[src/hdl/rtp_pkg.sv]
// Shared types, constants and the arctangent table of the rectangular to polar converter.
package rtp_pkg;

   localparam int DW          = 35;
   localparam int ZW          = 27;
   localparam int ANGLE_W     = 16;
   localparam int TABLE_LEN   = 24;
   localparam int MUL_SPLIT   = 17;
   localparam int GAIN_W      = 30;
   localparam int PROD_W      = MUL_SPLIT + GAIN_W;
   localparam int ANGLE_SHIFT = 9;

   localparam logic [GAIN_W-1:0]      INV_GAIN       = 30'd652032874;
   localparam logic signed [ZW-1:0]   HALF_TURN_Z    = 27'sd11796480;
   localparam logic signed [ZW-1:0]   Z_ROUND        = 27'sd256;
   localparam logic signed [ZW-1:0]   Z_ANGLE_LIMIT  = 27'sd23040;
   localparam logic signed [ANGLE_W-1:0] ANGLE_LIMIT = 16'sd23040;

   typedef struct packed {
      logic origin;
      logic y_zero;
      logic x_neg;
   } rtp_flags_type;

   typedef struct packed {
      logic signed [DW-1:0] x;
      logic signed [DW-1:0] y;
      logic signed [ZW-1:0] z;
      rtp_flags_type        flags;
   } rtp_vec_type;

   // The arctangent of 2^-idx in degrees, scaled by 65536.
   function automatic logic signed [ZW-1:0] atan_step(input int unsigned idx);
      logic signed [ZW-1:0] r;
      case (idx)
         0:  r = 27'sd2949120;
         1:  r = 27'sd1740967;
         2:  r = 27'sd919879;
         3:  r = 27'sd466945;
         4:  r = 27'sd234379;
         5:  r = 27'sd117304;
         6:  r = 27'sd58666;
         7:  r = 27'sd29335;
         8:  r = 27'sd14668;
         9:  r = 27'sd7334;
         10: r = 27'sd3667;
         11: r = 27'sd1833;
         12: r = 27'sd917;
         13: r = 27'sd458;
         14: r = 27'sd229;
         15: r = 27'sd115;
         16: r = 27'sd57;
         17: r = 27'sd29;
         18: r = 27'sd14;
         19: r = 27'sd7;
         20: r = 27'sd4;
         21: r = 27'sd2;
         22: r = 27'sd1;
         default: r = 27'sd0;
      endcase
      return r;
   endfunction

endpackage

[src/hdl/rtp_prep.sv]
// Input stage: scales the coordinates, folds the left half plane and seeds the angle.
module rtp_prep #(
   parameter int COORD_WIDTH = 16
) (
   input  logic                          clock,
   input  logic                          reset,
   input  logic                          in_valid,
   output logic                          in_ready,
   input  logic signed [COORD_WIDTH-1:0] x_coord,
   input  logic signed [COORD_WIDTH-1:0] y_coord,
   output logic                          out_valid,
   input  logic                          out_ready,
   output rtp_pkg::rtp_vec_type          out_vec
);
   import rtp_pkg::*;

   localparam int GUARD = 32 - COORD_WIDTH;

   logic                 valid_ff;
   rtp_vec_type          vec_ff;
   rtp_vec_type          vec_in;
   logic signed [DW-1:0] xs;
   logic signed [DW-1:0] ys;

   always_comb begin
      xs = DW'(x_coord) <<< GUARD;
      ys = DW'(y_coord) <<< GUARD;
      vec_in.flags.x_neg  = x_coord[COORD_WIDTH-1];
      vec_in.flags.y_zero = (y_coord == '0);
      vec_in.flags.origin = (x_coord == '0) && (y_coord == '0);
      if (x_coord[COORD_WIDTH-1]) begin
         vec_in.x = -xs;
         vec_in.y = -ys;
         vec_in.z = y_coord[COORD_WIDTH-1] ? -HALF_TURN_Z : HALF_TURN_Z;
      end else begin
         vec_in.x = xs;
         vec_in.y = ys;
         vec_in.z = '0;
      end
   end

   assign in_ready  = !valid_ff || out_ready;
   assign out_valid = valid_ff;
   assign out_vec   = vec_ff;

   always_ff @(posedge clock) begin
      if (reset) begin
         valid_ff <= 1'b0;
      end else if (in_ready) begin
         valid_ff <= in_valid;
      end
   end

   always_ff @(posedge clock) begin
      if (in_ready && in_valid) begin
         vec_ff <= vec_in;
      end
   end

endmodule

[config.mk]
export PLATFORM = sky130hd
export DESIGN_NAME = rtp_prep
export DESIGN_NICKNAME = d
export VERILOG_FILES = /design/src/hdl/rtp_pkg.sv /design/src/hdl/rtp_prep.sv
export SDC_FILE = /design/constraint.sdc
export NUM_CORES = 1
export LEC_CHECK = 0
export ABC_AREA = 1
export BUFFER_PORTS_ARGS = -buffer_cell sky130_fd_sc_hd__buf_2
export CORE_MARGIN = 5
export CORE_UTILIZATION = 43
export CTS_BUF_LIST = sky130_fd_sc_hd__clkbuf_8
export CTS_CLUSTER_DIAMETER = 50
export CTS_CLUSTER_SIZE = 12
export DETAILED_ROUTE_END_ITERATION = 12
export PLACE_DENSITY = 0.87
export REMOVE_ABC_BUFFERS = 1
export SYNTH_ARGS = -nofsm -noshare
export SYNTH_HDL_FRONTEND = slang
export SYNTH_SLANG_ARGS = --single-unit
[constraint.sdc]
create_clock -name clock -period 2.7 [get_ports clock]
set_input_delay 0.135 -clock clock [delete_from_list [all_inputs] [get_ports clock]]
set_output_delay 0.135 -clock clock [all_outputs]
set_load 0.005 [all_outputs]
After elaboration in Yosys (flattened, before gate mapping)
Cells that the tools add are included.

Flip-flop bits (word level): 101. Output and inout bits: 102. Word-level logic and storage cells: 19.

Add/sub/neg operators: 2. Multiplexer cells: 2. Reduce and logical (&&, ||, !) cells: 6.

Operator list (number): two-way mux 93 bit (1); negator 32 -> 35 bit (2); logical NOT 16 bit (2); two-way mux 27 bit (1); logical AND 1 bit (2); logical NOT 1 bit (1); logical OR 1 bit (1).

Longest topological paths before layout
Depth in word-level cells: 3. Mapped depth: 9.

Least setup slack after synthesis
No wires, ideal clock.

Path type: register -> register. Start: register valid_ff (netlist: out_valid). End: register vec_ff (netlist bit out_vec[0]), enable pin. Setup time: 0.460 ns. Arrival: 2.506 ns. Path slack: -0.266 ns. Stages on the path, launching flop included: 2. Path buffers: 0. Cells stage by stage: dfxtp_1 > a21oi_1.

Cells in the longest elaborated chain, start to end: 3.

Ends and longest elaborated chain: from (decl) (line rtp_prep.sv:19) `logic valid_ff;`; from (signal assigned) (line rtp_prep.sv:50) `valid_ff <= in_valid;`; logical NOT 1 bit (line rtp_prep.sv:42) `assign in_ready = !valid_ff || out_ready;`; logical OR 1 bit (line rtp_prep.sv:42); logical AND 1 bit (line rtp_prep.sv:55) `if (in_ready && in_valid) begin`; to (signal assigned) (line rtp_prep.sv:56) `vec_ff <= vec_in;`; to (decl) (line rtp_prep.sv:20) `rtp_vec_type vec_ff;`.

Every way passes these cells. A chain may end at the register's enable or synchronous reset.

==> summary.md <==
| Metric | Value |
|---|---|
| Status | `finished, final reports clean` |
| Ports | `~140` |
| Largest area contributor in the netlist | `edfxtp_1` |
| Critical path type | `in -> reg` |
| Post-synth top area share | `0.488` |
| Max-cap violations | `0` |
| CP bufs+invs | `3` |
| Register area share after synthesis | `0.495` |
| Htree depth | `2` |
| Worst setup margin | `roughly 1.4 ns` |
| NumNets Final | `418` |
| Routed wire length on met3 | `691 µm` |
| Initial cell density of the core | `0.434` |
| Layout cell share with drive strength beyond 1 | `0.318` |
| Pwr Total | `~0.0015 W` |
| Post-DRT Antenna Nets | `0` |
| Pins Over Slew Limit | `0` |
| Worst path most repeated cell | `inv_1` |
| Critical path, cell by cell | `buf_2 -> inv_1 -> nor2_1 -> xor2_1 -> inv_1` |
| Synth cell types | `23` |
| Largest net degree at the start of global routing | `45` |
| CTS tree | `done` |
| Clock Path Buffers | `2` |
| Global route overflow | `0` |
| Clock skew | `roughly 0.0048 ns` |
| Starting DRT DRC Count | `just over 80` |
| Final setup viols | `0` |
| Drt total wl | `~5.5 mm` |
| Clock Sinks | `45` |
| Crit path max fanout | `35` |
| DR vias/cell | `between 4 and 5` |
| Num CTS Buffers | `5` |
| Largest cells by area after synthesis | `edfxtp_1 (49%), buf_4 (16%), nand2_1 (8.5%)` |
| Initial antenna violation count | `1` |
| LEAKAGE | `roughly 1.5 nW` |
| Syn. warnings | `0` |
| CP top delay family | `buffers and inverters` |
| Global-route wire length before repair | `roughly 8.3 mm` |
| Diodes inserted | `0` |
| Mapped cell area | `about 2700 µm²` |
| Final instance area | `~3100 µm²` |
| Post-synthesis register bit count | `45` |
| Post-synth EDFFs | `between 40 and 50` |
| Placed instance area | `a little over 3000 µm²` |
| RSZ-0062 raised after global routing | `no` |
| Vias in the first global route | `around 1,900` |
| Rel. slew slack | `0.551` |
| Pwr Density | `roughly 490 nW/µm²` |
| Worst setup EP type | `flip-flop` |
| WL per Instance | `between 10 and 15 µm` |
| Fmax | `roughly 760 MHz` |
| Vias | `a little over 2,000` |
| Remaining DRCs | `0` |
| Row count | `29` |
| Die area | `7990 µm²` |
| DR WL met2 | `2.66 mm` |
| CP Launch Type | `input pin` |
| GP Congestion | `about 0.81` |
| Vert. Die Dim | `roughly 89 µm` |
| Worst min-delay path category | `in -> reg` |
| Max stage delay cell, worst path | `buf_2` |
| Syn Area/Cell | `around 9.3 µm²` |
| Req. time, crit path | `roughly 2.8 ns` |
| R2r startpoint | `out_valid$_SDFFE_PP0N_` |
| Die Width | `between 80 and 90 µm` |
| Detailed Routing Iterations Pass 1 | `4` |
| CP startpoint | `x_coord[15]` |
| Hold path startpoint | `x_coord[0]` |
| Clock Pin Slew Worst Setup and Hold Paths | `about 0.09 ns` |
| M1 wire length | `between 2 and 2.5 mm` |
| Number of buffers added on ports | `87` |
| CTS Root Cell | `clkbuf_8` |
| Worst Tran Pin Value | `~0.67 ns` |
| CORE AREA | `about 6200 µm²` |
| Fill cell count | `approximately 600` |
| Top-count cell post-synth | `nand2_1` |
| Clk_lat worst skew | `0.30 ns` |
| Post-synth top flop | `edfxtp_1` |
| Min Tclk post-route | `around 1.3 ns` |
| Tot GR Track Use | `0.136` |
| Maximum vdd drop | `~0.31 mV` |
| Final Hold Viols | `0` |
| Post-DP HPWL | `~4.3 mm` |
| Top cells by count, synth | `nand2_1 (61), buf_4 (58), edfxtp_1 (44), inv_1 (30), nand3_1 (19)` |
| Area Growth Syn to Fin | `15.6%` |
| Ys async rst share | `0` |
| Highest metal used | `met5` |
| Data arrival, critical path | `around 1.4 ns` |
| Largest stage delay, worst path | `around 0.52 ns` |
| Placement Setup Slack | `~1.1 ns` |
| Cell count after synthesis | `approximately 290` |
| Post-cts resize count | `0` |
| Final period util | `0.488` |
logic make-up (layout without fill, tap and decap cells):
| family | count (synthesis) | count (layout) | synth area share |
|---|---|---|---|
| fa+ha+maj | 2 | 2 | 0.00924 |
| xor+xnor | 19 | 19 | 0.0642 |
| buf+inv | 93 | 131 | 0.210 |
| other cells | 1 | 53 | 0.00138 |
| flops | 45 | 45 | 0.495 |
| compound gates | 12 | 12 | 0.0222 |
| simple gates | 119 | 119 | 0.198 |
cell type report:
type	instances	area, µm²	share of cell area
timing repair buffer	89	465	0.149
tap	77	96.3	0.0308
clock inverter	3	25.0	0.00799
clock buffer	5	68.8	0.0220
sequential	45	1340	0.428
multi-input combinational	205	1010	0.321
inverter	34	128	0.0408
layer usage:
layer  up-vias  GRT usage
met1       905      0.156
li1        989          -
met3         6     0.0378
met2       126      0.241
met4         2     0.0487
met5         -          0
sequential cells by signal, summed over array words and instances, names as in the netlist:
name and cells:
out_vec 44, out_valid 1
placed cells by master, fill, tap and decap left out, drive strengths merged:
cell         instances
xor2                14
ha                   2
xnor2                5
clkinvlp             1
nor3                 4
buf                 88
nand3b               1
dlygate4sd3          1
edfxtp              44
o21ai               10
nand2               68
nor2                27
clkinv               1
inv                 35
a21oi                2
dfxtp                1
conb                53
clkbuf               5
nand3               19
metrics by stage:
step | setup TNS (ns) | util | std cells | hold WS (ns)
2_1_floorplan | -11.71 | - | 284 | 0.204
3_3_place_gp | 0 | 0.485 | 449 | 0.293
3_5_place_dp | 0 | 0.485 | 449 | 0.299
4_1_cts | 0 | 0.502 | 458 | 0.0155
5_1_grt | 0 | 0.502 | 458 | 0.0123
6_report | 0 | 0.502 | 458 | 0.0266
report_power, final:
part / internal (W) / switching [W] / leakage [nW] / total [W]
logic: 0.0000989 / 0.000154 / 1.07 / 0.000253
clock network: 0.000187 / 0.000243 / 0.0447 / 0.000430
registers: 0.000831 / 0.0000142 / 0.437 / 0.000845
total: 0.00112 / 0.000412 / 1.55 / 0.00153
timing repair:
| action | CTS | global route |
|---|---|---|
| hold buffers | 1 | 0 |
| endpoints found under the hold margin | 1 | 0 |
| setup buffers | 0 | 0 |
path summary, 6_finish.rpt:
path                       endpoint  slack (ns)  cells past startpoint
max           out_vec[48]$_DFFE_PP_        1.38                      5
min           out_vec[81]$_DFFE_PP_        0.03                      1
max reg2reg   out_vec[49]$_DFFE_PP_        1.58                      2
min reg2reg  out_valid$_SDFFE_PP0N_        0.55                      2
(Power assumes the default switching activity.)
