==> config.mk <==
export PLATFORM = sky130hd
export DESIGN_NAME = rtp_post
export DESIGN_NICKNAME = d
export VERILOG_FILES = /design/src/hdl/rtp_pkg.sv /design/src/hdl/rtp_post.sv
export SDC_FILE = /design/constraint.sdc
export NUM_CORES = 1
export LEC_CHECK = 0
export ABC_AREA = 1
export BUFFER_PORTS_ARGS = -buffer_cell sky130_fd_sc_hd__buf_2
export CAP_MARGIN = 30
export CORE_ASPECT_RATIO = 1.1
export CORE_MARGIN = 3
export CORE_UTILIZATION = 38
export DETAILED_ROUTE_END_ITERATION = 12
export HOLD_SLACK_MARGIN = 0.02
export SETUP_SLACK_MARGIN = 0.5
export SLEW_MARGIN = 20
export SYNTH_ARGS = -nofsm -noshare
export SYNTH_HDL_FRONTEND = slang
export SYNTH_SLANG_ARGS = --single-unit
==> constraint.sdc <==
create_clock -name clock -period 6.9 [get_ports clock]
set_clock_uncertainty 0.15 [all_clocks]
set_input_delay 0.69 -clock clock [delete_from_list [all_inputs] [get_ports clock]]
set_output_delay 0.69 -clock clock [all_outputs]
set_load 0.01 [all_outputs]
==> src/hdl/rtp_pkg.sv <==
// Shared types, constants and the arctangent table of the rectangular to polar converter.
package rtp_pkg;

   localparam int DW          = 35;
   localparam int ZW          = 27;
   localparam int ANGLE_W     = 16;
   localparam int TABLE_LEN   = 24;
   localparam int MUL_SPLIT   = 17;
   localparam int GAIN_W      = 30;
   localparam int PROD_W      = MUL_SPLIT + GAIN_W;
   localparam int ANGLE_SHIFT = 9;

   localparam logic [GAIN_W-1:0]      INV_GAIN       = 30'd652032874;
   localparam logic signed [ZW-1:0]   HALF_TURN_Z    = 27'sd11796480;
   localparam logic signed [ZW-1:0]   Z_ROUND        = 27'sd256;
   localparam logic signed [ZW-1:0]   Z_ANGLE_LIMIT  = 27'sd23040;
   localparam logic signed [ANGLE_W-1:0] ANGLE_LIMIT = 16'sd23040;

   typedef struct packed {
      logic origin;
      logic y_zero;
      logic x_neg;
   } rtp_flags_type;

   typedef struct packed {
      logic signed [DW-1:0] x;
      logic signed [DW-1:0] y;
      logic signed [ZW-1:0] z;
      rtp_flags_type        flags;
   } rtp_vec_type;

   // The arctangent of 2^-idx in degrees, scaled by 65536.
   function automatic logic signed [ZW-1:0] atan_step(input int unsigned idx);
      logic signed [ZW-1:0] r;
      case (idx)
         0:  r = 27'sd2949120;
         1:  r = 27'sd1740967;
         2:  r = 27'sd919879;
         3:  r = 27'sd466945;
         4:  r = 27'sd234379;
         5:  r = 27'sd117304;
         6:  r = 27'sd58666;
         7:  r = 27'sd29335;
         8:  r = 27'sd14668;
         9:  r = 27'sd7334;
         10: r = 27'sd3667;
         11: r = 27'sd1833;
         12: r = 27'sd917;
         13: r = 27'sd458;
         14: r = 27'sd229;
         15: r = 27'sd115;
         16: r = 27'sd57;
         17: r = 27'sd29;
         18: r = 27'sd14;
         19: r = 27'sd7;
         20: r = 27'sd4;
         21: r = 27'sd2;
         22: r = 27'sd1;
         default: r = 27'sd0;
      endcase
      return r;
   endfunction

endpackage

==> src/hdl/rtp_post.sv <==
// Output stages: gain compensation of the magnitude and rounding of the angle.
module rtp_post #(
   parameter int COORD_WIDTH = 16
) (
   input  logic                   clock,
   input  logic                   reset,
   input  logic                   in_valid,
   output logic                   in_ready,
   input  rtp_pkg::rtp_vec_type   in_vec,
   output logic                   out_valid,
   input  logic                   out_ready,
   output logic [COORD_WIDTH+1:0] magnitude,
   output logic signed [15:0]     angle_deg
);
   import rtp_pkg::*;

   localparam int MW     = COORD_WIDTH + 2;
   localparam int SHIFT  = 60 - COORD_WIDTH;
   localparam int SUM_W  = 2 * MUL_SPLIT + GAIN_W + 1;
   localparam logic [SUM_W-1:0] ROUND   = SUM_W'(1) << (SHIFT - 1);
   localparam logic [SUM_W-1:0] MAG_MAX = (SUM_W'(1) << MW) - SUM_W'(1);

   logic                        valid1_ff;
   logic [PROD_W-1:0]           hi_prod_ff;
   logic [PROD_W-1:0]           lo_prod_ff;
   logic signed [ANGLE_W-1:0]   ang1_ff;
   logic                        origin1_ff;
   logic                        valid2_ff;
   logic [MW-1:0]               mag2_ff;
   logic signed [ANGLE_W-1:0]   ang2_ff;
   logic                        origin2_ff;

   logic                        ready1;
   logic                        ready2;
   logic [PROD_W-1:0]           hi_prod_in;
   logic [PROD_W-1:0]           lo_prod_in;
   logic signed [ZW-1:0]        z_round;
   logic signed [ZW-1:0]        z_scaled;
   logic signed [ANGLE_W-1:0]   ang1_in;
   logic [SUM_W-1:0]            mag_sum;
   logic [SUM_W-1:0]            mag_full;
   logic [MW-1:0]               mag2_in;

   always_comb begin
      hi_prod_in = {{GAIN_W{1'b0}}, in_vec.x[2*MUL_SPLIT-1:MUL_SPLIT]}
                   * {{MUL_SPLIT{1'b0}}, INV_GAIN};
      lo_prod_in = {{GAIN_W{1'b0}}, in_vec.x[MUL_SPLIT-1:0]}
                   * {{MUL_SPLIT{1'b0}}, INV_GAIN};
      z_round  = in_vec.z + Z_ROUND;
      z_scaled = z_round >>> ANGLE_SHIFT;
      if (in_vec.flags.origin) begin
         ang1_in = '0;
      end else if (in_vec.flags.y_zero) begin
         ang1_in = in_vec.flags.x_neg ? ANGLE_LIMIT : '0;
      end else if (z_scaled > Z_ANGLE_LIMIT) begin
         ang1_in = ANGLE_LIMIT;
      end else if (z_scaled < -Z_ANGLE_LIMIT) begin
         ang1_in = -ANGLE_LIMIT;
      end else begin
         ang1_in = z_scaled[ANGLE_W-1:0];
      end
   end

   always_comb begin
      mag_sum  = {1'b0, hi_prod_ff, {MUL_SPLIT{1'b0}}} + SUM_W'(lo_prod_ff) + ROUND;
      mag_full = mag_sum >> SHIFT;
      mag2_in  = (mag_full > MAG_MAX) ? MAG_MAX[MW-1:0] : mag_full[MW-1:0];
   end

   assign ready2    = !valid2_ff || out_ready;
   assign ready1    = !valid1_ff || ready2;
   assign in_ready  = ready1;
   assign out_valid = valid2_ff;
   assign magnitude = mag2_ff;
   assign angle_deg = ang2_ff;

   always_ff @(posedge clock) begin
      if (reset) begin
         valid1_ff <= 1'b0;
         valid2_ff <= 1'b0;
      end else begin
         if (ready1) begin
            valid1_ff <= in_valid;
         end
         if (ready2) begin
            valid2_ff <= valid1_ff;
         end
      end
   end

   always_ff @(posedge clock) begin
      if (ready1 && in_valid) begin
         hi_prod_ff <= hi_prod_in;
         lo_prod_ff <= lo_prod_in;
         ang1_ff    <= ang1_in;
         origin1_ff <= in_vec.flags.origin;
      end
      if (ready2 && valid1_ff) begin
         mag2_ff    <= mag2_in;
         ang2_ff    <= ang1_ff;
         origin2_ff <= origin1_ff;
      end
   end

`ifndef SYNTH
   a_x_nonneg: assert property (@(posedge clock) disable iff (reset)
      in_valid |-> !in_vec.x[DW-1])
      else $error("CORDIC x went negative at the output stage.");

   a_angle_range: assert property (@(posedge clock) disable iff (reset)
      valid2_ff |-> (ang2_ff <= ANGLE_LIMIT) && (ang2_ff >= -ANGLE_LIMIT))
      else $error("Angle left the half-turn range.");

   a_origin_zero: assert property (@(posedge clock) disable iff (reset)
      valid2_ff && origin2_ff |-> (mag2_ff == '0) && (ang2_ff == '0))
      else $error("Origin request gave a nonzero result.");

   a_hold_stage1: assert property (@(posedge clock) disable iff (reset)
      valid1_ff && !ready2 |=> valid1_ff && $stable(ang1_ff) && $stable(hi_prod_ff))
      else $error("Multiply stage lost data while stalled.");
`endif

endmodule

-- Yosys cells after proc, flatten, opt, wreduce, memory -nomap -nowiden
Cells that the tools add are included.
- bitwise gates (word level): 0
- $lt $le $gt $ge: 3
- $mul: 2
- muxes and demuxes: 4
- divide/modulo/power cells: 0
- reduce and logical (&&, ||, !) cells: 6
- add/subtract/negate cells: 3
- shifts and indexed selects: 0
- equal/unequal tests: 0
- operator list (cell ; number):
    $mul A17 B29 Y46 const B ; 2
    $add A64 B47 Y65 ; 1
    $add A65 B44 Y65 const B ; 1
    $mux W16 ; 3
    $add A27 B10 Y27 const B ; 1
    $gt A21 B18 Y1 const B ; 1
    $gt A18 B16 Y1 const B ; 1
    $lt A18 B16 Y1 const B ; 1
    $mux W15 ; 1
    $logic_and A1 B1 Y1 ; 2
    $logic_not A1 Y1 ; 2
    $logic_or A1 B1 Y1 ; 2
- bits in writable memories: 0
- memory bits (read-only): 0
- logic and storage cells: 25
- flip-flop bits (word level): 144
- bits in latches: 0
- memories kept: 0
- output and inout bits: 36

-- Logic depth before layout (Yosys ltp)
Gate-level depths: netlist of run 1.
- depth after elaboration: 5
- gate-level depth with buffers: 25
- mapped depth without buffers: 25

-- Worst setup path before layout of run 1
OpenSTA, ideal clock, no wires.
- kind: input-to-reg
- from: input in_vec[90] (netlist name)
- to: register hi_prod_ff[31] (data pin)
- setup slack: 1102 ps
- library setup time: 265 ps
- path buffers: 0
- arrival: 5383 ps
- stages: 18
- path through: fa_1 -> inv_1 -> fa_1 -> inv_1 -> fa_1 -> fa_1 -> fa_1 -> inv_1 -> fa_1 -> inv_1 -> ha_1 -> nand2_1 -> nor2_1 -> inv_1 -> nor4_1 -> a21oi_1 -> o21ai_0 -> xor2_1
- word-level cells in the longest chain between the ends: 1
- RTL lines (what ; line ; text):
    start, declared ; rtp_post.sv:9 ; input rtp_pkg::rtp_vec_type in_vec,
    $mul A17 B29 Y46 ; rtp_post.sv:46 ; * {{MUL_SPLIT{1'b0}}, INV_GAIN};
    named net hi_prod_in[31] ; rtp_post.sv:35 ; logic [PROD_W-1:0] hi_prod_in;
    end signal, assigned ; rtp_post.sv:93 ; hi_prod_ff <= hi_prod_in;
    end, declared ; rtp_post.sv:24 ; logic [PROD_W-1:0] hi_prod_ff;
The timed path passes the listed nets, and every way through them passes these cells.
A chain may end at the register's enable or synchronous reset.

-- Worst setup path after layout of run 1
- from: input in_vec[71] (netlist name)
- to: register lo_prod_ff[46] (data pin)
- word-level cells in the longest chain between the ends: 1
- RTL lines (what ; line ; text):
    $mul A17 B29 Y46 ; rtp_post.sv:48 ; * {{MUL_SPLIT{1'b0}}, INV_GAIN};
    named net lo_prod_in[46] ; rtp_post.sv:36 ; logic [PROD_W-1:0] lo_prod_in;
    end signal, assigned ; rtp_post.sv:94 ; lo_prod_ff <= lo_prod_in;
    end, declared ; rtp_post.sv:25 ; logic [PROD_W-1:0] lo_prod_ff;
The timed path passes the listed nets, and every way through them passes these cells.

==> impl_metrics.csv, run 1 <==
group,metric,value,unit
placement,io_buffers,95,
grt,grt_max_degree,59,
clock_tree,clock_path_buffers,2,
sta,worst_pin_slew,0.793,ns
critical_path,slowest_delay,0.62,ns
logic_synthesis,async_reset_ff_share,0,%
sta,grt_setup_unrepaired,"yes",
logic_synthesis,synth_area,25100,sq um
critical_path,timing.rr.start,"hi_prod_ff[4]",
clock_tree,cts-root-buf,"clkbuf_16",
sta,tns,0,ns
floorplan,dieArea,69200,sq um
route,drt_iter0_markers,1006,
route,ant_nets,0,
critical_path,critPathCaptureType,"flip-flop",
logic_synthesis,synth-edff-count,125,
clock_tree,cts_tree,"built",
critical_path,required,6.93,ns
sta,fmax,0.164,GHz
logic_synthesis,synthXorXnorAreaFrac,3.34,%
grt,first_global_vias,19169,
logic_synthesis,ys_warn_count,0,
logic_synthesis,synth_compound_area_share,7.12,%
sta,slew_headroom,46.6,%
finish,syn2layout_area_growth,9.37,%
sta,slew_viol_final,0,
route,avgRoutedWirePerCell,17.0,um
clock_tree,clkLatencyLatePin,0.43,ns
grt,track_usage,19.5,%
critical_path,startpoint,"in_vec[71]",
placement,place.gp.congestion,0.954,
logic_synthesis,synthDistinctLibCells,54,
sta,fin_crit_sh,88.6,%
finish,fillers,6565,
finish,final_common_cell,"inv_1",
route,wl,64900,um
sta,finalSetupViolCount,0,
critical_path,worstPathArrival,6.14,ns
logic_synthesis,syn-num-nets,3699,
placement,dp_hpwl,58200,um
finish,drive_above_1_share,7.19,%
floorplan,ios,140,
critical_path,path_buf_inv,6,
grt,grt_first_pass_wirelength,104000,um
logic_synthesis,yosys.area_share.adder,49.5,%
grt,antenna_found_initial,1,
logic_synthesis,ys_seq_elements,127,
grt,grt-ovfl-total,0,
hold_path,hp-class,"flip-flop to flip-flop",
logic_synthesis,synthMuxAreaShare,0,%
critical_path,crit_slowest_cell,"fa_1",
clock_tree,cts_max_level,4,
logic_synthesis,synth-seq-area-share,15.1,%
critical_path,critPathKind,"input pin to flip-flop",
floorplan,core,65200,sq um
logic_synthesis,synth-simple-area-share,12.9,%
finish,fin_nets,3831,
route,route.detailed.drc,0,
clock_tree,clock-sinks,127,
flow_run,max_cap_viol_count,0,
floorplan,die_h,276,um
clock_tree,clk_pin_slew,0.06,ns
route,routed_via_density,4.83,
hold_path,hp-start,"ang1_ff[0]",
logic_synthesis,synth_top_family_by_area,"adder cells",
floorplan,initial_core_util,38.5,%
critical_path,crit_family,"adder cells",
critical_path,crit_fanout,8,
critical_path,cp_cell_sequence,"buf_2, ha_2, inv_1, fa_1, inv_1, fa_1, fa_1, fa_1, inv_1, fa_1, inv_1, ha_1, inv_1, o21ai_0, a31oi_1, o21ai_0, a21oi_1, nand3_1, nand2_1, nand3_1, xor2_1",
finish,final_cell_mix,"inv_1, fa_1, ha_1",
critical_path,start_kind,"input pin",
route,drt-pass1-iter-count,5,
sta,layout_min_cycle_time,6.11,ns
floorplan,die_w,251,um
logic_synthesis,syn_area_per_cell,8.87,sq um
clock_tree,cts_inserted_buffers,17,
outcome,status,"finished, final reports clean",
route,vias,18502,
sta,hold_violations,0,
logic_synthesis,postSynthCellCount,2833,
logic_synthesis,ys.flop_type,"edfxtp_1",
floorplan,rows,98,
finish,diodes,0,
layout make-up:
| type | count | area, sq um | share of cell area [%] |
|---|---|---|---|
| well taps | 850 | 1060 | 3.87 |
| multi-input cells | 1907 | 18400 | 66.8 |
| repair buffers | 118 | 673 | 2.45 |
| clock inverters | 15 | 179 | 0.651 |
| inverters | 794 | 2980 | 10.9 |
| clock buffers | 17 | 425 | 1.55 |
| flip-flops and latches | 127 | 3790 | 13.8 |
what timing repair did:
| action | CTS | global route |
|---|---|---|
| gates resized for setup | 0 | 10 |
| hold buffers | 0 | 0 |
| endpoints found under the setup margin | 0 | 9 |
| setup buffers | 0 | 0 |
metrics by stage:
| step | instance area [sq um] | instances | hold slack (ns) | util [%] | setup slack [ns] |
|---|---|---|---|---|---|
| final | 27500 | 3828 | 0.264 | 42.1 | 0.788 |
| after global routing | 27500 | 3828 | 0.266 | 42.1 | 0.477 |
| after CTS | 27400 | 3827 | 0.256 | 42.0 | 0.755 |
| after detailed placement | 26800 | 3795 | 0.255 | 41.1 | 0.281 |
| after global placement | 26800 | 3795 | 0.252 | 41.1 | 0.331 |
| after floorplan | 25100 | 2833 | 0.250 | - | 1.10 |
worst reg2reg max path, delay by kind of cell, from the launching register on:
family / cells / cell delay (ns)
XOR/XNOR: 1 / 0.59
AND/OR/NAND/NOR: 5 / 0.69
AO/OA/AOI/OAI: 2 / 0.82
adder cells (fa/ha/maj): 2 / 0.63
flip-flops: 1 / 0.38
per-layer routing:
metal	vias to the layer above	routed length (um)	GRT usage (%)
li1	9092	-	-
met1	8924	29800	26.4
met2	420	30400	32.6
met3	64	3630	4.04
met4	2	1090	3.74
met5	-	12	0
sequential cells by signal (all words and copies together) (netlist names):
register,flops
magnitude,18
valid1_ff,1
hi_prod_ff,46
lo_prod_ff,29
angle_deg,16
ang1_ff,16
out_valid,1
cell families (layout without fill, tap and decap cells):
logic type | Yosys count | in the layout
AO/OA/AOI/OAI | 314 | 314
adder cells (fa/ha/maj) | 762 | 762
flip-flops | 127 | 127
AND/OR/NAND/NOR | 739 | 739
buffers and inverters | 799 | 944
XOR/XNOR | 92 | 92
cell usage after synthesis (4+ instances only):
cell,instances,share of area (%)
a21o_1,21,0.63
a21oi_1,134,2.7
a31oi_1,21,0.52
edfxtp_1,125,15
fa_1,388,31
ha_1,374,19
inv_1,789,12
nand2_1,329,4.9
nand2_2,5,0.12
nand3_1,95,1.9
nand3_2,5,0.20
nand4_1,23,0.57
nor2_1,205,3.1
nor2_2,14,0.35
nor2_4,4,0.18
nor3_1,21,0.42
nor4_1,11,0.27
o211ai_1,4,0.12
o21a_1,9,0.27
o21ai_0,88,1.8
o21bai_1,22,0.66
or2_2,9,0.22
xnor2_1,24,0.84
xor2_1,65,2.3
path summary, 6_finish.rpt:
| kind | endpoint | slack (ns) | cells after the start |
|---|---|---|---|
| setup reg to reg | magnitude[1] | 3.34 | 10 |
| hold / removal | angle_deg[0] | 0.26 | 0 |
| setup / recovery | lo_prod_ff[46] | 0.79 | 21 |
| hold reg to reg | angle_deg[0] | 0.26 | 0 |
Power of run 1 is left out: the tool's default activity adds up to more than one toggle a clock period on the data nets, which glitch-free logic cannot reach.
==> inputs of run 2 (changes only) <==
--- a/config.mk
+++ b/config.mk
@@ -13,6 +13,7 @@
 export CORE_UTILIZATION = 38
 export DETAILED_ROUTE_END_ITERATION = 12
 export HOLD_SLACK_MARGIN = 0.02
+export PLACE_DENSITY = 0.63
 export SETUP_SLACK_MARGIN = 0.5
 export SLEW_MARGIN = 20
 export SYNTH_ARGS = -nofsm -noshare
==> constraint.sdc (replaced) <==
create_clock -name clock -period 6.9 [get_ports clock]
set_clock_uncertainty 0.15 [all_clocks]
set_input_delay 1.38 -clock clock [delete_from_list [all_inputs] [get_ports clock]]
set_output_delay 1.38 -clock clock [all_outputs]
set_load 0.01 [all_outputs]
==> run 2 against run 1 <==
Net effect: critical path depth is the same; core utilization grew 5.0 points; clock-buffer cell count is the same; fmax shrank 3.0%; largest cell class unchanged.
==> impl_metrics.csv, run 2 (synthesized netlist as in run 1, its figures left out) <==
group,metric,value,unit
finish,syn2layout_area_growth,22.4,%
sta,worst_pin_slew,0.784,ns
placement,dp.cells,4060,
flow_run,max_cap_viol_count,0,
sta,slew_headroom,47.8,%
placement,io_buffers,95,
sta,fmax,0.159,GHz
clock_tree,cts_inserted_buffers,17,
grt,first_global_vias,20052,
finish,final_common_cell,"inv_1",
floorplan,rows,98,
critical_path,timing.rr.start,"hi_prod_ff[7]",
clock_tree,clock-sinks,127,
clock_tree,cts-root-buf,"clkbuf_16",
hold_path,min_path_cells,0,
critical_path,critPathCaptureType,"flip-flop",
critical_path,crit_fanout,4,
clock_tree,clkLatencyLatePin,0.43,ns
clock_tree,clk_pin_slew,0.06,ns
floorplan,dieArea,69200,sq um
floorplan,initial_core_util,38.5,%
clock_tree,cts_max_level,4,
route,wl,67200,um
clock_tree,clock_path_buffers,2,
floorplan,core,65200,sq um
critical_path,critPathKind,"input pin to flip-flop",
grt,grt-ovfl-total,0,
grt,track_usage,19.8,%
finish,multi_input_area,19500,sq um
hold_path,hp-start,"ang1_ff[2]",
finish,drive_above_1_share,21.9,%
sta,slew_viol_final,0,
route,vias,19580,
finish,fin_nets,4105,
critical_path,r2r_cells,10,
floorplan,die_w,251,um
sta,finalSetupViolCount,0,
sta,fin_crit_sh,91.4,%
route,ant_nets,0,
grt,grt_first_pass_wirelength,107000,um
route,drt_iter0_markers,917,
critical_path,worstPathArrival,6.33,ns
route,routed_via_density,4.77,
floorplan,die_h,276,um
finish,diodes,0,
critical_path,start_kind,"input pin",
sta,layout_min_cycle_time,6.30,ns
finish,largest_reg_flops,46,
critical_path,startpoint,"in_vec[76]",
critical_path,required,6.93,ns
finish,layout.cells.non_filler,4102,
grt,antenna_found_initial,1,
outcome,status,"finished, final reports clean",
finish,final_cell_mix,"inv_1, fa_1, ha_1",
grt,grt_max_degree,47,
critical_path,timing.rr.end,"magnitude[11]",
placement,place.gp.congestion,0.966,
finish,largest_register,"hi_prod_ff",
route,avgRoutedWirePerCell,16.4,um
critical_path,r2r_slack,3.45,ns
placement,dp_hpwl,60200,um
clock_tree,cts_tree,"built",
hold_path,hp-class,"flip-flop to flip-flop",
floorplan,ios,140,
hold_path,hold_end,"angle_deg[2]",
route,route.detailed.drc,0,
finish,register_area,3790,sq um
sta,whs,0.268,ns
sta,hold_violations,0,
route,drt-pass1-iter-count,5,
finish,fin_util,47.1,%
sta,grt_setup_unrepaired,"yes",
finish,fillers,6212,
run 2: changes by cell type in the layout (fill, tap and decap cells not counted), moves of 20 or more:
cell	before	now
ha_4	0	42
nor2_2	14	39
fa_1	387	361
fa_2	1	27
nand2_1	329	309
ha_1	372	317
o21ai_0	87	64
a21oi_2	2	33
inv_2	3	27
nor2_1	205	174
inv_1	788	763
a21oi_1	132	99
buf_4	22	304
run 2: critical path: stages:
cell	delay (ns)
buf_4	0.13
fa_2	0.60
inv_2	0.04
fa_1	0.53
inv_2	0.07
fa_2	0.46
fa_1	0.45
fa_1	0.51
inv_1	0.05
fa_1	0.52
inv_1	0.06
ha_4	0.24
a21o_1	0.23
buf_4	0.16
a31oi_4	0.18
o21ai_2	0.08
a21oi_2	0.14
nand3_2	0.16
nand2_1	0.09
nand3_1	0.07
xor2_1	0.15
run 2: stage by stage:
| step | TNS (ns) | area [sq um] | worst slack [ns] |
|---|---|---|---|
| after floorplan | 0 | 25100 | 0.513 |
| after global placement | -0.843 | 28800 | -0.127 |
| after detailed placement | -1.31 | 28800 | -0.221 |
| after CTS | 0 | 29700 | 0.489 |
| after global routing | 0 | 30700 | 0.418 |
| final | 0 | 30700 | 0.597 |
run 2: cell type report:
cell class,instances,area share (%)
clock buffers,17,1.38
clock inverters,15,0.574
inverters,794,9.71
multi-input cells,1907,63.6
flip-flops and latches,127,12.3
well taps,850,3.46
repair buffers,392,8.99
run 2: worst max-delay path by stage:
stage,slack [ns],end,cells after the start
after floorplan,0.51,hi_prod_ff[38],22
after global placement,-0.13,lo_prod_ff[44],21
after detailed placement,-0.22,lo_prod_ff[44],22
after CTS,0.49,hi_prod_ff[46],20
after global routing,0.42,lo_prod_ff[46],25
final,0.60,lo_prod_ff[46],21
run 2: timing repair:
item,4_1_cts,5_1_grt
pin swaps,22,94
endpoints found under the setup margin,35,51
resized for setup,57,245
setup buffers,1,8
hold buffers,0,0
run 2: metal layers:
layer | track usage, % | vias to the layer above | wire length [um]
met1 | 26.3 | 9392 | 29600
met5 | 0 | - | 12
li1 | - | 9644 | -
met4 | 4.35 | 2 | 1530
met2 | 34.9 | 444 | 33000
met3 | 2.26 | 98 | 3050
Power of run 2 is left out for the same reason.
