===== src/hdl/rtp_pkg.sv =====
// Shared types, constants and the arctangent table of the rectangular to polar converter.
package rtp_pkg;

   localparam int DW          = 35;
   localparam int ZW          = 27;
   localparam int ANGLE_W     = 16;
   localparam int TABLE_LEN   = 24;
   localparam int MUL_SPLIT   = 17;
   localparam int GAIN_W      = 30;
   localparam int PROD_W      = MUL_SPLIT + GAIN_W;
   localparam int ANGLE_SHIFT = 9;

   localparam logic [GAIN_W-1:0]      INV_GAIN       = 30'd652032874;
   localparam logic signed [ZW-1:0]   HALF_TURN_Z    = 27'sd11796480;
   localparam logic signed [ZW-1:0]   Z_ROUND        = 27'sd256;
   localparam logic signed [ZW-1:0]   Z_ANGLE_LIMIT  = 27'sd23040;
   localparam logic signed [ANGLE_W-1:0] ANGLE_LIMIT = 16'sd23040;

   typedef struct packed {
      logic origin;
      logic y_zero;
      logic x_neg;
   } rtp_flags_type;

   typedef struct packed {
      logic signed [DW-1:0] x;
      logic signed [DW-1:0] y;
      logic signed [ZW-1:0] z;
      rtp_flags_type        flags;
   } rtp_vec_type;

   // The arctangent of 2^-idx in degrees, scaled by 65536.
   function automatic logic signed [ZW-1:0] atan_step(input int unsigned idx);
      logic signed [ZW-1:0] r;
      case (idx)
         0:  r = 27'sd2949120;
         1:  r = 27'sd1740967;
         2:  r = 27'sd919879;
         3:  r = 27'sd466945;
         4:  r = 27'sd234379;
         5:  r = 27'sd117304;
         6:  r = 27'sd58666;
         7:  r = 27'sd29335;
         8:  r = 27'sd14668;
         9:  r = 27'sd7334;
         10: r = 27'sd3667;
         11: r = 27'sd1833;
         12: r = 27'sd917;
         13: r = 27'sd458;
         14: r = 27'sd229;
         15: r = 27'sd115;
         16: r = 27'sd57;
         17: r = 27'sd29;
         18: r = 27'sd14;
         19: r = 27'sd7;
         20: r = 27'sd4;
         21: r = 27'sd2;
         22: r = 27'sd1;
         default: r = 27'sd0;
      endcase
      return r;
   endfunction

endpackage


===== src/hdl/rtp_cordic_stage.sv =====
// One vectoring micro-rotation of the pipelined CORDIC.
module rtp_cordic_stage #(
   parameter int STAGE = 0
) (
   input  logic                 clock,
   input  logic                 reset,
   input  logic                 in_valid,
   output logic                 in_ready,
   input  rtp_pkg::rtp_vec_type in_vec,
   output logic                 out_valid,
   input  logic                 out_ready,
   output rtp_pkg::rtp_vec_type out_vec
);
   import rtp_pkg::*;

   localparam logic signed [ZW-1:0] ATAN = atan_step(STAGE);

   logic                 valid_ff;
   rtp_vec_type          vec_ff;
   rtp_vec_type          vec_in;
   logic signed [DW-1:0] dx;
   logic signed [DW-1:0] dy;

   always_comb begin
      dx = in_vec.y >>> STAGE;
      dy = in_vec.x >>> STAGE;
      vec_in.flags = in_vec.flags;
      if (!in_vec.y[DW-1]) begin
         vec_in.x = in_vec.x + dx;
         vec_in.y = in_vec.y - dy;
         vec_in.z = in_vec.z + ATAN;
      end else begin
         vec_in.x = in_vec.x - dx;
         vec_in.y = in_vec.y + dy;
         vec_in.z = in_vec.z - ATAN;
      end
   end

   assign in_ready  = !valid_ff || out_ready;
   assign out_valid = valid_ff;
   assign out_vec   = vec_ff;

   always_ff @(posedge clock) begin
      if (reset) begin
         valid_ff <= 1'b0;
      end else if (in_ready) begin
         valid_ff <= in_valid;
      end
   end

   always_ff @(posedge clock) begin
      if (in_ready && in_valid) begin
         vec_ff <= vec_in;
      end
   end

endmodule


===== config.mk =====
export PLATFORM = sky130hd
export DESIGN_NAME = rtp_cordic_stage
export DESIGN_NICKNAME = d
export VERILOG_FILES = /design/src/hdl/rtp_pkg.sv /design/src/hdl/rtp_cordic_stage.sv
export SDC_FILE = /design/constraint.sdc
export NUM_CORES = 1
export LEC_CHECK = 0
export ABC_CLOCK_PERIOD_IN_PS = 3640
export BUFFER_PORTS_ARGS = -buffer_cell sky130_fd_sc_hd__buf_2
export CAP_MARGIN = 10
export CORE_UTILIZATION = 50
export DETAILED_ROUTE_END_ITERATION = 8
export GPL_TIMING_DRIVEN = 1
export HOLD_SLACK_MARGIN = 0.08
export PLACE_DENSITY = 0.74
export SYNTH_ARGS = -nofsm -noshare
export SYNTH_HDL_FRONTEND = slang
export SYNTH_SLANG_ARGS = --single-unit

===== constraint.sdc =====
create_clock -name clock -period 3.64 [get_ports clock]
set_clock_uncertainty 0.15 [all_clocks]
set_input_delay 0.364 -clock clock [delete_from_list [all_inputs] [get_ports clock]]
set_output_delay 0.364 -clock clock [all_outputs]
set_load 0.02 [all_outputs]

### Word-level counts from Yosys, hierarchy flattened

Cells that the tools add are included.

* add/sub/neg operators: 5
* mux-type cells: 1
* reductions and logical operators: 3

Operator list (number)
* $mux 97: 1
* $sub 35x35->35: 2
* $add 35x35->35: 1
* $add 27x23->27 const B: 1
* $sub 27x23->27 const B: 1
* $logic_and 1x1->1: 1
* $logic_not 1->1: 1
* $logic_or 1x1->1: 1

* register bits after elaboration: 101
* input port bits: 104
* output and inout port bits: 102
* logic and storage cells: 16

### Logic depth before layout (Yosys ltp)

Gate-level depths: netlist (run 1).

* depth after elaboration: 3
* mapped depth: 13

### Least setup slack after synthesis (run 1)

No wires, ideal clock.

* kind: input to register
* start point: input out_ready
* end point: register vec_ff (netlist bit out_vec[0]) (enable)
* setup time: 0.469 ns
* data arrival time: 2.956 ns
* data required time: 3.021 ns
* path slack: 0.066 ns
* stages on the path: 2
* buffers on the path: 0
* cells stage by stage: nand2b_1 > and2_1

* cells in the longest elaborated chain, start to end: 2

Ends and longest elaborated chain
* start: declaration: RTL line rtp_cordic_stage.sv:11 `input logic out_ready,`
* $logic_or 1x1->1: RTL line rtp_cordic_stage.sv:39 `assign in_ready = !valid_ff || out_ready;`
* $logic_and 1x1->1: RTL line rtp_cordic_stage.sv:52 `if (in_ready && in_valid) begin`
* end signal: assignment: RTL line rtp_cordic_stage.sv:53 `vec_ff <= vec_in;`
* end: declaration: RTL line rtp_cordic_stage.sv:19 `rtp_vec_type vec_ff;`

Every way passes these cells.
A chain may end at the register's enable or synchronous reset.

==> reports/results.md, run 1 <==
Worst setup path
- **Setup crit end kind** flip-flop
- **kind of start point of the critical path** input port
- **R2R cell count** 3
- **ordered list of cells on the worst path** buf_2 -> inv_1 -> ha_1 -> nand4_1 -> or3_1 -> nor4_1 -> a21oi_1 -> o21ai_1 -> a2111oi_0 -> a21o_1 -> xnor2_1
- **required time at the endpoint of the critical path** 3610 ps
- **Worst Path Arrival** 3170 ps
- **Crit path largest cell delay** 550 ps
- **critical path class** in -> reg
- **CP Max Fanout** 14
- **Worst path slowest cell** sky130_fd_sc_hd__ha_1

Yosys
- **area fraction of the dominant cell type after synthesis** 31.49%
- **register bit total from synthesis** 100
- **number of warnings issued by yosys** 0
- **largest cells by area after synthesis** sky130_fd_sc_hd__edfxtp_1 31%, sky130_fd_sc_hd__ha_1 15%, sky130_fd_sc_hd__a21oi_1 7.4%, sky130_fd_sc_hd__xnor2_1 5.5%, sky130_fd_sc_hd__inv_1 3.9%
- **Synthesized Nets** 1301
- **flip-flop cell with the highest count after synthesis** sky130_fd_sc_hd__edfxtp_1
- **Cell variety after synth** 72
- **post-synthesis cell count** 1080
- **Post-Syn Area** 9440 um2
- **portion of the post-synthesis area used by sequential elements** 31.70%
- **most frequent cells after synthesis** 140 x sky130_fd_sc_hd__a21oi_1, 113 x sky130_fd_sc_hd__ha_1, 99 x sky130_fd_sc_hd__edfxtp_1, 99 x sky130_fd_sc_hd__inv_1, 76 x sky130_fd_sc_hd__nor2_1
- **EDFF count, synth** 99
- **share of async-settable or async-resettable flops after synthesis** 0%
- **library cell with the highest instance count after synthesis** sky130_fd_sc_hd__a21oi_1
- **biggest area consumer among synthesized cells** sky130_fd_sc_hd__edfxtp_1
- **average cell area after synthesis** 8.741 um2

Run status
- **run status** complete, no violations

Routing
- **detail-routed net length per standard cell** 19.99 um
- **overall via count from detail_route** 9243
- **detail-routed via count per cell** 5.929
- **Starting DRT DRC Count** 822
- **DR DRC count** 0
- **number of detailed-routing iterations run before antenna repair** 5
- **residual antenna-violating net count after detailed routing** 0
- **total wire length after detailed routing** 31170 um

Clock network
- **TritonCTS Sinks** 100
- **number of clock buffers inserted by TritonCTS** 9
- **clock tree from TritonCTS** done
- **# H-tree levels** 3
- **buffers inserted during post-CTS setup optimization** 0
- **CTS Hold Buffers Added** 20
- **Clock Tree Root** sky130_fd_sc_hd__clkbuf_16
- **buffer levels on the longest clock path** 2
- **Clk Latency, worst-skew pair** 360 ps
- **post-CTS sizing** 0
- **clock-pin slew on the worst setup and hold paths** 80 ps

STA
- **actual transition at the worst max-transition pin** 730.4 ps
- **Worst Setup Slack, final** 442.5 ps
- **number of setup violations in the final report** 0
- **final period demand of the worst path** 3197 ps
- **endpoints failing hold** 0
- **RSZ-0062 raised after global routing** no
- **share of the clock period used by the worst path after layout** 87.84%
- **highest attainable clock frequency** 312.7 MHz
- **Max Transition Viols Final** 0
- **Max-slew headroom** 51.31%
- **post-route setup TNS** 0 ps

Floorplanning
- **area of the core** 18210 um2
- **Row Count** 49
- **Total Die Area** 19430 um2
- **horizontal die dimension** 139.4 um
- **effective utilization at floorplan** 51.84%
- **boundary pin count** 206
- **die span in y** 139.4 um

Layout
- **synth-to-layout area growth** 22.08%
- **fraction of layout cells with a size suffix above 1** 22.56%
- **Post-Route Utilization** 63.29%
- **Post-Layout Inst Area** 11520 um2
- **net count reported at finish** 1546
- **number of antenna repair diodes** 0

Power
- **clock group share of total power** 24.9%
- **sequential cell fraction of total power** 34.7%
- **part of the total power dissipated in combinational logic** 40.4%
- **overall power consumption** 0.004343 W
- **cell area power density** 376.8 nW/um2
- **switching fraction of total power** 38.36%
- **switching power total** 0.001666 W
- **Peak supply drop** 0.2341 mV
- **Leak** 5.287 nW
- **internal cell power** 0.002677 W

Placed design
- **half-perimeter wire length after placement** 24250 um
- **pre-CTS setup slack** 176.5 ps
- **weighted congestion reported at the end of routability-driven placement** 1.000
- **count of buffers inserted at the top-level ports** 205
- **post-place instance area** 11000 um2

Worst hold path
- **hold depth** 3
- **type of the most critical hold path** in -> reg

Global routing
- **overflow left after global routing** 0
- **largest net degree at the start of global routing** 53
- **vias in the first global route** 8878
- **initial antenna violation count** 0
- **total track usage** 32.03%
- **wire length of the first global-routing pass** 48340 um

Run
- **total of max-cap violations** 0

state kept, by name, summed over array words and instances, names as in the netlist:
register / cells
out_valid: 1
out_vec: 99
cells by family (layout without fill, tap and decap cells):
group	Yosys count	after routing	synth area share, %
mux	20	20	2.121
fa+ha+maj	117	117	15.83
compound gates	377	377	25.08
simple gates	231	231	11.84
xor+xnor	75	75	6.958
flops	100	100	31.70
buf+inv	160	410	6.481
worst paths after layout:
path / end / startpoint / slack (ps)
worst min register to register: out_valid / out_valid / 370
worst max-delay path: out_vec[62] / in_vec[43] / 440
worst min-delay path: out_valid / in_valid / 80
worst max register to register: out_vec[45] / out_valid / 1840
critical path: cells and delay by family:
kind / cells / cell delay, ps
and+or+nand+nor: 3 / 1130
xor gates and xnor gates: 1 / 120
adders and majority gates: 1 / 550
buffers and inverters: 2 / 140
AOI/OAI and AO/OA: 4 / 850
through the flow:
step / cells / hold WS [ps]
2_1_floorplan: 1080 / 283.1
3_3_place_gp: 1523 / 356.6
3_5_place_dp: 1523 / 370.6
4_1_cts: 1559 / 80.60
5_1_grt: 1559 / 91.65
6_report: 1559 / 84.67
layout by cell type, fill, tap and decap left out, types with 10 or more instances in the layout:
cell type	count
sky130_fd_sc_hd__buf_2	205
sky130_fd_sc_hd__a21oi_1	140
sky130_fd_sc_hd__ha_1	113
sky130_fd_sc_hd__inv_1	99
sky130_fd_sc_hd__edfxtp_1	99
sky130_fd_sc_hd__nor2_1	76
sky130_fd_sc_hd__xnor2_1	59
sky130_fd_sc_hd__buf_4	56
sky130_fd_sc_hd__o21ai_0	53
sky130_fd_sc_hd__nand2_1	50
sky130_fd_sc_hd__a21o_1	34
sky130_fd_sc_hd__o21ai_1	33
sky130_fd_sc_hd__mux2i_1	20
sky130_fd_sc_hd__dlygate4sd3_1	20
sky130_fd_sc_hd__nand4_1	17
sky130_fd_sc_hd__xor2_1	16
sky130_fd_sc_hd__nor3_1	16
sky130_fd_sc_hd__a211oi_1	15
sky130_fd_sc_hd__nand2b_1	14
sky130_fd_sc_hd__nor4_1	14
sky130_fd_sc_hd__inv_2	13
sky130_fd_sc_hd__o21bai_1	13
sky130_fd_sc_hd__nor2b_1	12
sky130_fd_sc_hd__nand3_1	10
cell type report:
| type | instances | area [um2] |
|---|---|---|
| Sequential cell | 100 | 2993 |
| Clock buffer | 9 | 225.2 |
| Clock inverter | 7 | 95.09 |
| Multi-Input combinational cell | 820 | 5838 |
| Timing Repair Buffer | 282 | 1667 |
| Tap cell | 229 | 286.5 |
| Inverter | 112 | 420.4 |
| Fill cell | 1568 | 6684 |
power by group through the flow:
stage	Clock, W	Combinational [W]	Sequential, W
finish	0.00108	0.00175	0.00151
global route	0.00113	0.00188	0.00152
CTS	0.00110	0.00172	0.00151
detailed placement	0	0.00169	0.00153
global placement	0	0.00169	0.00153
floorplan	0	0.000914	0.00171
layer usage:
layer | vias up | global-route usage, % | wire [um]
li1 | 4373 | - | -
met1 | 4381 | 41.69 | 13330
met4 | 0 | 10.76 | 796
met2 | 430 | 53.95 | 14790
met5 | - | 0 | 0
met3 | 59 | 5.265 | 2254
Note: power is estimated with default switching activity, not from simulation.
==> run 2: changes to the inputs <==
--- a/config.mk
+++ b/config.mk
@@ -6,13 +6,13 @@
 export NUM_CORES = 1
 export LEC_CHECK = 0
 export ABC_CLOCK_PERIOD_IN_PS = 3640
-export BUFFER_PORTS_ARGS = -buffer_cell sky130_fd_sc_hd__buf_2
 export CAP_MARGIN = 10
+export CORE_ASPECT_RATIO = 1.4
 export CORE_UTILIZATION = 50
 export DETAILED_ROUTE_END_ITERATION = 8
+export DONT_BUFFER_PORTS = 1
 export GPL_TIMING_DRIVEN = 1
 export HOLD_SLACK_MARGIN = 0.08
-export PLACE_DENSITY = 0.74
 export SYNTH_ARGS = -nofsm -noshare
 export SYNTH_HDL_FRONTEND = slang
 export SYNTH_SLANG_ARGS = --single-unit
==> run 2 against run 1 <==
Against the previous run:
- sequential power is 13% higher
- flip-flop and latch count stayed put
- combinational power is 25% lower
- clock power hardly changed
- worst setup slack better by 100 ps
- largest cell class unchanged
- register-to-register slack worse by 270 ps
- first-iteration DRC count is 30% lower
- fmax is 3.4% higher
- count of clock-buffer cells in the layout stayed put
- die area hardly changed
- cell area is 9.2% lower
- core utilization is 6.8 points lower
- largest power group is now sequential cells
==> reports/results.md, run 2 (synthesis results as in run 1) <==
Placed design
- **weighted congestion reported at the end of routability-driven placement** 0.9284, -7.2%
- **pre-CTS setup slack** 157.1 ps, -19.45 ps
- **post-place instance area** 9907 um2, -10%
- **half-perimeter wire length after placement** 22410 um, -7.6%
- **count of buffers inserted at the top-level ports** 0, -100%

Floorplanning
- **horizontal die dimension** 118.1 um, -15%
- **effective utilization at floorplan** 50.95%, -0.90 points
- **Total Die Area** 19440 um2, about the same
- **Row Count** 59, +20%
- **area of the core** 18530 um2, +1.8%
- **boundary pin count** 206, unchanged
- **die span in y** 164.6 um, +18%

Clock network
- **buffers inserted during post-CTS setup optimization** 0, unchanged
- **TritonCTS Sinks** 100, unchanged
- **# H-tree levels** 3, unchanged
- **clock-pin slew on the worst setup and hold paths** 90 ps, about the same
- **post-CTS sizing** 0, unchanged
- **clock tree from TritonCTS** done
- **Clock Tree Root** sky130_fd_sc_hd__clkbuf_16
- **CTS Hold Buffers Added** 23, +15%
- **buffer levels on the longest clock path** 2, unchanged
- **number of clock buffers inserted by TritonCTS** 9, unchanged
- **Clk Latency, worst-skew pair** 360 ps, about the same

Global routing
- **wire length of the first global-routing pass** 43280 um, -10%
- **overflow left after global routing** 0, unchanged
- **initial antenna violation count** 0, unchanged
- **total track usage** 28.94%, -3.1 points
- **vias in the first global route** 8128, -8.4%
- **largest net degree at the start of global routing** 76, +43%

Worst setup path
- **kind of start point of the critical path** input port
- **Setup crit end kind** flip-flop
- **CP Max Fanout** 11, -3
- **Worst Path Arrival** 3060 ps, -110 ps
- **critical path class** in -> reg
- **required time at the endpoint of the critical path** 3600 ps, about the same

STA
- **actual transition at the worst max-transition pin** 812.8 ps, +82.42 ps
- **endpoints failing hold** 0, unchanged
- **RSZ-0062 raised after global routing** no
- **post-route setup TNS** 0 ps, unchanged
- **highest attainable clock frequency** 323.3 MHz, +3.4%
- **Max Transition Viols Final** 0, unchanged
- **Max-slew headroom** 45.31%, -6.0 points
- **worst-case hold slack** 124.5 ps, +39.81 ps
- **final period demand of the worst path** 3093 ps, -104.7 ps
- **number of setup violations in the final report** 0, unchanged
- **share of the clock period used by the worst path after layout** 84.97%, -2.9 points
- **Worst Setup Slack, final** 547.2 ps, +104.7 ps

Layout
- **multi-input gate area in the final layout** 5838 um2, unchanged
- **fraction of layout cells with a size suffix above 1** 7.437%, -15 points
- **number of antenna repair diodes** 0, unchanged
- **top library cells by usage in the layout, fill and taps aside** 140 x sky130_fd_sc_hd__a21oi_1, 113 x sky130_fd_sc_hd__ha_1, 99 x sky130_fd_sc_hd__inv_1, 99 x sky130_fd_sc_hd__edfxtp_1, 76 x sky130_fd_sc_hd__nor2_1
- **most common cell after layout, fill and taps aside** sky130_fd_sc_hd__a21oi_1
- **flip-flop count of the largest register after layout** 99, unchanged
- **Post-Route Utilization** 56.48%, -6.8 points
- **Post-Layout Inst Area** 10470 um2, -9.2%
- **filler cell count in the final layout** 1716, +9.4%
- **net count reported at finish** 1332, -14%
- **total area of sequential cells** 2993 um2, unchanged
- **synth-to-layout area growth** 10.85%

Power
- **sequential cell fraction of total power** 41.8%, +7.1 points
- **internal cell power** 0.002557 W, -4.5%
- **clock group share of total power** 26.2%, +1.3 points
- **switching fraction of total power** 37.54%, -0.82 points
- **part of the total power dissipated in combinational logic** 32.1%, -8.3 points
- **switching power total** 0.001537 W, -7.7%
- **Peak supply drop** 0.2556 mV, +9.2%
- **cell area power density** 391.2 nW/um2, +3.8%
- **Leak** 4.448 nW, -16%

Routing
- **total wire length after detailed routing** 28490 um, -8.6%
- **detail-routed via count per cell** 5.994, +1.1%
- **overall via count from detail_route** 8152, -12%
- **residual antenna-violating net count after detailed routing** 0, unchanged
- **number of detailed-routing iterations run before antenna repair** 9, +4
- **detail-routed net length per standard cell** 20.94 um, +4.8%
- **DR DRC count** 0, unchanged
- **Starting DRT DRC Count** 579, -30%

Run
- **total of max-cap violations** 0, unchanged

Run status
- **run status** complete, no violations

Worst hold path
- **type of the most critical hold path** in -> reg

run 2: changes by cell type in the layout (fill, tap and decap cells not counted), sizes merged:
cell / delta
buf: -217
dlygate4sd3: +3
clkinv: +2
clkinvlp: -2
run 2: per-layer routing:
layer	global-route usage [%]	vias to the layer above	share of wire, %
met5	0	-	0
met4	17.42	0	5.4
met3	4.696	89	6.0
met2	51.50	358	50
met1	32.59	3759	39
li1	-	3946	-
run 2: path summary, 6_finish.rpt:
kind,from,to,slack [ps],depth (start not counted)
max reg2reg,out_valid,out_vec[56],1570,3
min,in_vec[65],out_vec[30],120,2
max,in_vec[39],out_vec[96],550,11
min reg2reg,out_valid,out_vec[78],1130,2
run 2: power by group through the flow:
stage               clock network, W  logic, W  registers (W)
floorplan                          0  0.000914        0.00171
global placement                   0   0.00127        0.00174
detailed placement                 0   0.00127        0.00174
CTS                          0.00109   0.00130        0.00171
global route                 0.00112   0.00142        0.00172
finish                       0.00107   0.00131        0.00171
run 2: area by class of cell:
class / count / share of cell area (%)
clock buffer: 9 / 2.152
multi-input combinational: 820 / 55.79
sequential: 100 / 28.60
timing repair buffer: 68 / 5.548
clock inverter: 7 / 0.9804
inverter: 112 / 4.017
tap: 244 / 2.917
run 2: metrics by stage:
stage	total power, W	cells
after floorplan	0.002628	1080
after global placement	0.003008	1321
after detailed placement	0.003005	1321
after CTS	0.004102	1360
after global routing	0.004270	1360
final	0.004094	1360
run 2: critical path, stage by stage:
cell                       delay (ps)
sky130_fd_sc_hd__inv_1             20
sky130_fd_sc_hd__ha_1             420
sky130_fd_sc_hd__inv_2            170
sky130_fd_sc_hd__nand4_1          140
sky130_fd_sc_hd__nor4_1           200
sky130_fd_sc_hd__a22o_1           300
sky130_fd_sc_hd__a311oi_4         150
sky130_fd_sc_hd__o31ai_2          560
sky130_fd_sc_hd__a21oi_1          140
sky130_fd_sc_hd__o41ai_1          450
sky130_fd_sc_hd__xnor2_1          110
==> run 3: changes to the inputs <==
--- a/config.mk
+++ b/config.mk
@@ -5,7 +5,7 @@
 export SDC_FILE = /design/constraint.sdc
 export NUM_CORES = 1
 export LEC_CHECK = 0
-export ABC_CLOCK_PERIOD_IN_PS = 3640
+export ABC_CLOCK_PERIOD_IN_PS = 2850
 export CAP_MARGIN = 10
 export CORE_ASPECT_RATIO = 1.4
 export CORE_UTILIZATION = 50
==> constraint.sdc (replaced) <==
create_clock -name clock -period 2.85 [get_ports clock]
set_clock_uncertainty 0.15 [all_clocks]
set_input_delay 0.285 -clock clock [delete_from_list [all_inputs] [get_ports clock]]
set_output_delay 0.285 -clock clock [all_outputs]
set_load 0.02 [all_outputs]
==> run 3 against run 2 <==
Against the previous run:
- cell area grew 12%
- die area is the same
- clock power grew 27%
- core utilization grew 6.9 points
- first-iteration DRC count shrank 5.9%
- hold slack lost 22 ps
- critical path depth grew 1
- wire length grew 8.2%
- critical endpoint unchanged
- highest routed layer unchanged
==> reports/results.md, run 3 (synthesis results as in run 1) <==
Run status
- **run status** complete, no violations

STA
- **post-route setup TNS** 0 ps, unchanged
- **Worst Setup Slack, final** 84.60 ps, -462.6 ps
- **Max Transition Viols Final** 0, unchanged
- **endpoints failing hold** 0, unchanged
- **RSZ-0062 raised after global routing** yes
- **actual transition at the worst max-transition pin** 725.3 ps, -87.47 ps
- **Max-slew headroom** 51.64%, +6.3 points
- **worst-case hold slack** 102.7 ps, -21.75 ps
- **highest attainable clock frequency** 361.6 MHz
- **number of setup violations in the final report** 0, unchanged
- **final period demand of the worst path** 2765 ps
- **share of the clock period used by the worst path after layout** 97.03%

Power
- **cell area power density** 473.9 nW/um2, +21%
- **switching fraction of total power** 36.98%, -0.55 points
- **sequential cell fraction of total power** 39.3%, -2.5 points
- **Leak** 5.211 nW, +17%
- **switching power total** 0.002059 W, +34%
- **internal cell power** 0.003508 W, +37%
- **part of the total power dissipated in combinational logic** 36.3%, +4.2 points
- **Peak supply drop** 0.2475 mV, -3.2%
- **clock group share of total power** 24.4%, -1.8 points

Floorplanning
- **horizontal die dimension** 118.1 um, unchanged
- **die span in y** 164.6 um, unchanged
- **area of the core** 18530 um2, unchanged
- **boundary pin count** 206, unchanged
- **Row Count** 59, unchanged
- **Total Die Area** 19440 um2, unchanged
- **effective utilization at floorplan** 50.95%, unchanged

Global routing
- **largest net degree at the start of global routing** 73, -3.9%
- **wire length of the first global-routing pass** 47470 um, +9.7%
- **total track usage** 31.62%, +2.7 points
- **initial antenna violation count** 0, unchanged
- **overflow left after global routing** 0, unchanged
- **vias in the first global route** 8895, +9.4%

Clock network
- **number of clock buffers inserted by TritonCTS** 9, unchanged
- **Clk Latency, worst-skew pair** 360 ps, about the same
- **buffer levels on the longest clock path** 2, unchanged
- **clock tree from TritonCTS** done
- **Clock Tree Root** sky130_fd_sc_hd__clkbuf_16
- **# H-tree levels** 3, unchanged
- **TritonCTS Sinks** 100, unchanged
- **clock-pin slew on the worst setup and hold paths** 90 ps, about the same

Worst setup path
- **critical path class** in -> reg
- **CP Max Fanout** 5, -6
- **required time at the endpoint of the critical path** 2810 ps, -790 ps
- **R2R cell count** 3, unchanged
- **kind of start point of the critical path** input port
- **startpoint of the worst setup timing path** in_vec[31]
- **Setup crit end kind** flip-flop
- **launch instance of the worst register-to-register path** out_valid
- **Worst Path Arrival** 2730 ps, -330 ps

Run
- **total of max-cap violations** 0, unchanged

Layout
- **Post-Route Utilization** 63.40%, +6.9 points
- **most common cell after layout, fill and taps aside** sky130_fd_sc_hd__buf_4
- **fraction of layout cells with a size suffix above 1** 19.61%, +12 points
- **flip-flop count of the largest register after layout** 99, unchanged
- **synth-to-layout area growth** 24.44%
- **top library cells by usage in the layout, fill and taps aside** 195 x sky130_fd_sc_hd__buf_4, 139 x sky130_fd_sc_hd__a21oi_1, 113 x sky130_fd_sc_hd__ha_1, 99 x sky130_fd_sc_hd__inv_1, 99 x sky130_fd_sc_hd__edfxtp_1
- **net count reported at finish** 1486, +12%
- **number of antenna repair diodes** 0, unchanged

Routing
- **detail-routed via count per cell** 5.858, -2.3%
- **overall via count from detail_route** 8869, +8.8%
- **DR DRC count** 0, unchanged
- **detail-routed net length per standard cell** 20.36 um, -2.8%
- **Starting DRT DRC Count** 545, -5.9%
- **number of detailed-routing iterations run before antenna repair** 7, -2
- **total wire length after detailed routing** 30830 um, +8.2%
- **residual antenna-violating net count after detailed routing** 0, unchanged

Worst hold path
- **launch instance of the worst min-delay path** in_vec[64]
- **type of the most critical hold path** in -> reg
- **hold depth** 2, unchanged

Placed design
- **count of buffers inserted at the top-level ports** 0, unchanged
- **half-perimeter wire length after placement** 24290 um, +8.4%
- **pre-CTS setup slack** -457.4 ps, -614.5 ps
- **weighted congestion reported at the end of routability-driven placement** 0.9295, +0.12%

==> run 3: worst paths after layout <==
kind | slack [ps] | endpoint
setup / recovery | 80 | out_vec[96]
hold / removal | 100 | out_vec[52]
setup reg to reg | 950 | out_vec[56]
hold reg to reg | 1110 | out_vec[21]
==> run 3: layout make-up <==
class                   count  area [um2]
multi-input cells         820        5956
clock buffers               9       225.2
clock inverters             7       93.84
flip-flops and latches    100        2993
repair buffers            222        1754
well taps                 244       305.3
fillers                  1707        6782
inverters                 112       420.4
==> run 3: power groups by stage <==
stage | clock [W] | combinational [W] | sequential (W)
after floorplan | 0 | 0.00117 | 0.00218
after global placement | 0 | 0.00191 | 0.00222
after detailed placement | 0 | 0.00192 | 0.00222
after CTS | 0.00138 | 0.00196 | 0.00219
after global routing | 0.00143 | 0.00218 | 0.00220
final | 0.00136 | 0.00202 | 0.00219
==> run 3: timing repair <==
action                                  in CTS  in global routing
resized for setup                            2                 16
cloned                                       0                  0
endpoints found under the setup margin       4                 17
endpoints found under the hold margin       28                  0
hold buffers                                25                  0
pin swaps                                    1                  6
setup buffers                                0                  1
==> run 3: metal layers <==
metal	global-route usage [%]	share of wire [%]
met5	0	0
met4	15.15	4.3
met3	4.869	5.2
met2	57.81	52
met1	35.97	39
==> run 3: through the flow <==
| stage | std cells | cell area, um2 | total power (W) |
|---|---|---|---|
| 6_report | 1514 | 11750 | 0.005567 |
| 5_1_grt | 1514 | 11750 | 0.005813 |
| 3_5_place_dp | 1472 | 11070 | 0.004137 |
| 3_3_place_gp | 1472 | 11070 | 0.004128 |
| 4_1_cts | 1513 | 11650 | 0.005534 |
| 2_1_floorplan | 1080 | 9458 | 0.003357 |
==> run 3: critical path, stage by stage <==
cell                       delay (ps)
sky130_fd_sc_hd__inv_1             60
sky130_fd_sc_hd__ha_1             320
sky130_fd_sc_hd__nor2b_1          170
sky130_fd_sc_hd__o311ai_1         120
sky130_fd_sc_hd__buf_4            150
sky130_fd_sc_hd__a21oi_2          260
sky130_fd_sc_hd__a22o_1           300
sky130_fd_sc_hd__a311oi_4         160
sky130_fd_sc_hd__o31ai_4          320
sky130_fd_sc_hd__a21oi_1          130
sky130_fd_sc_hd__o41ai_2          360
sky130_fd_sc_hd__xnor2_1           90
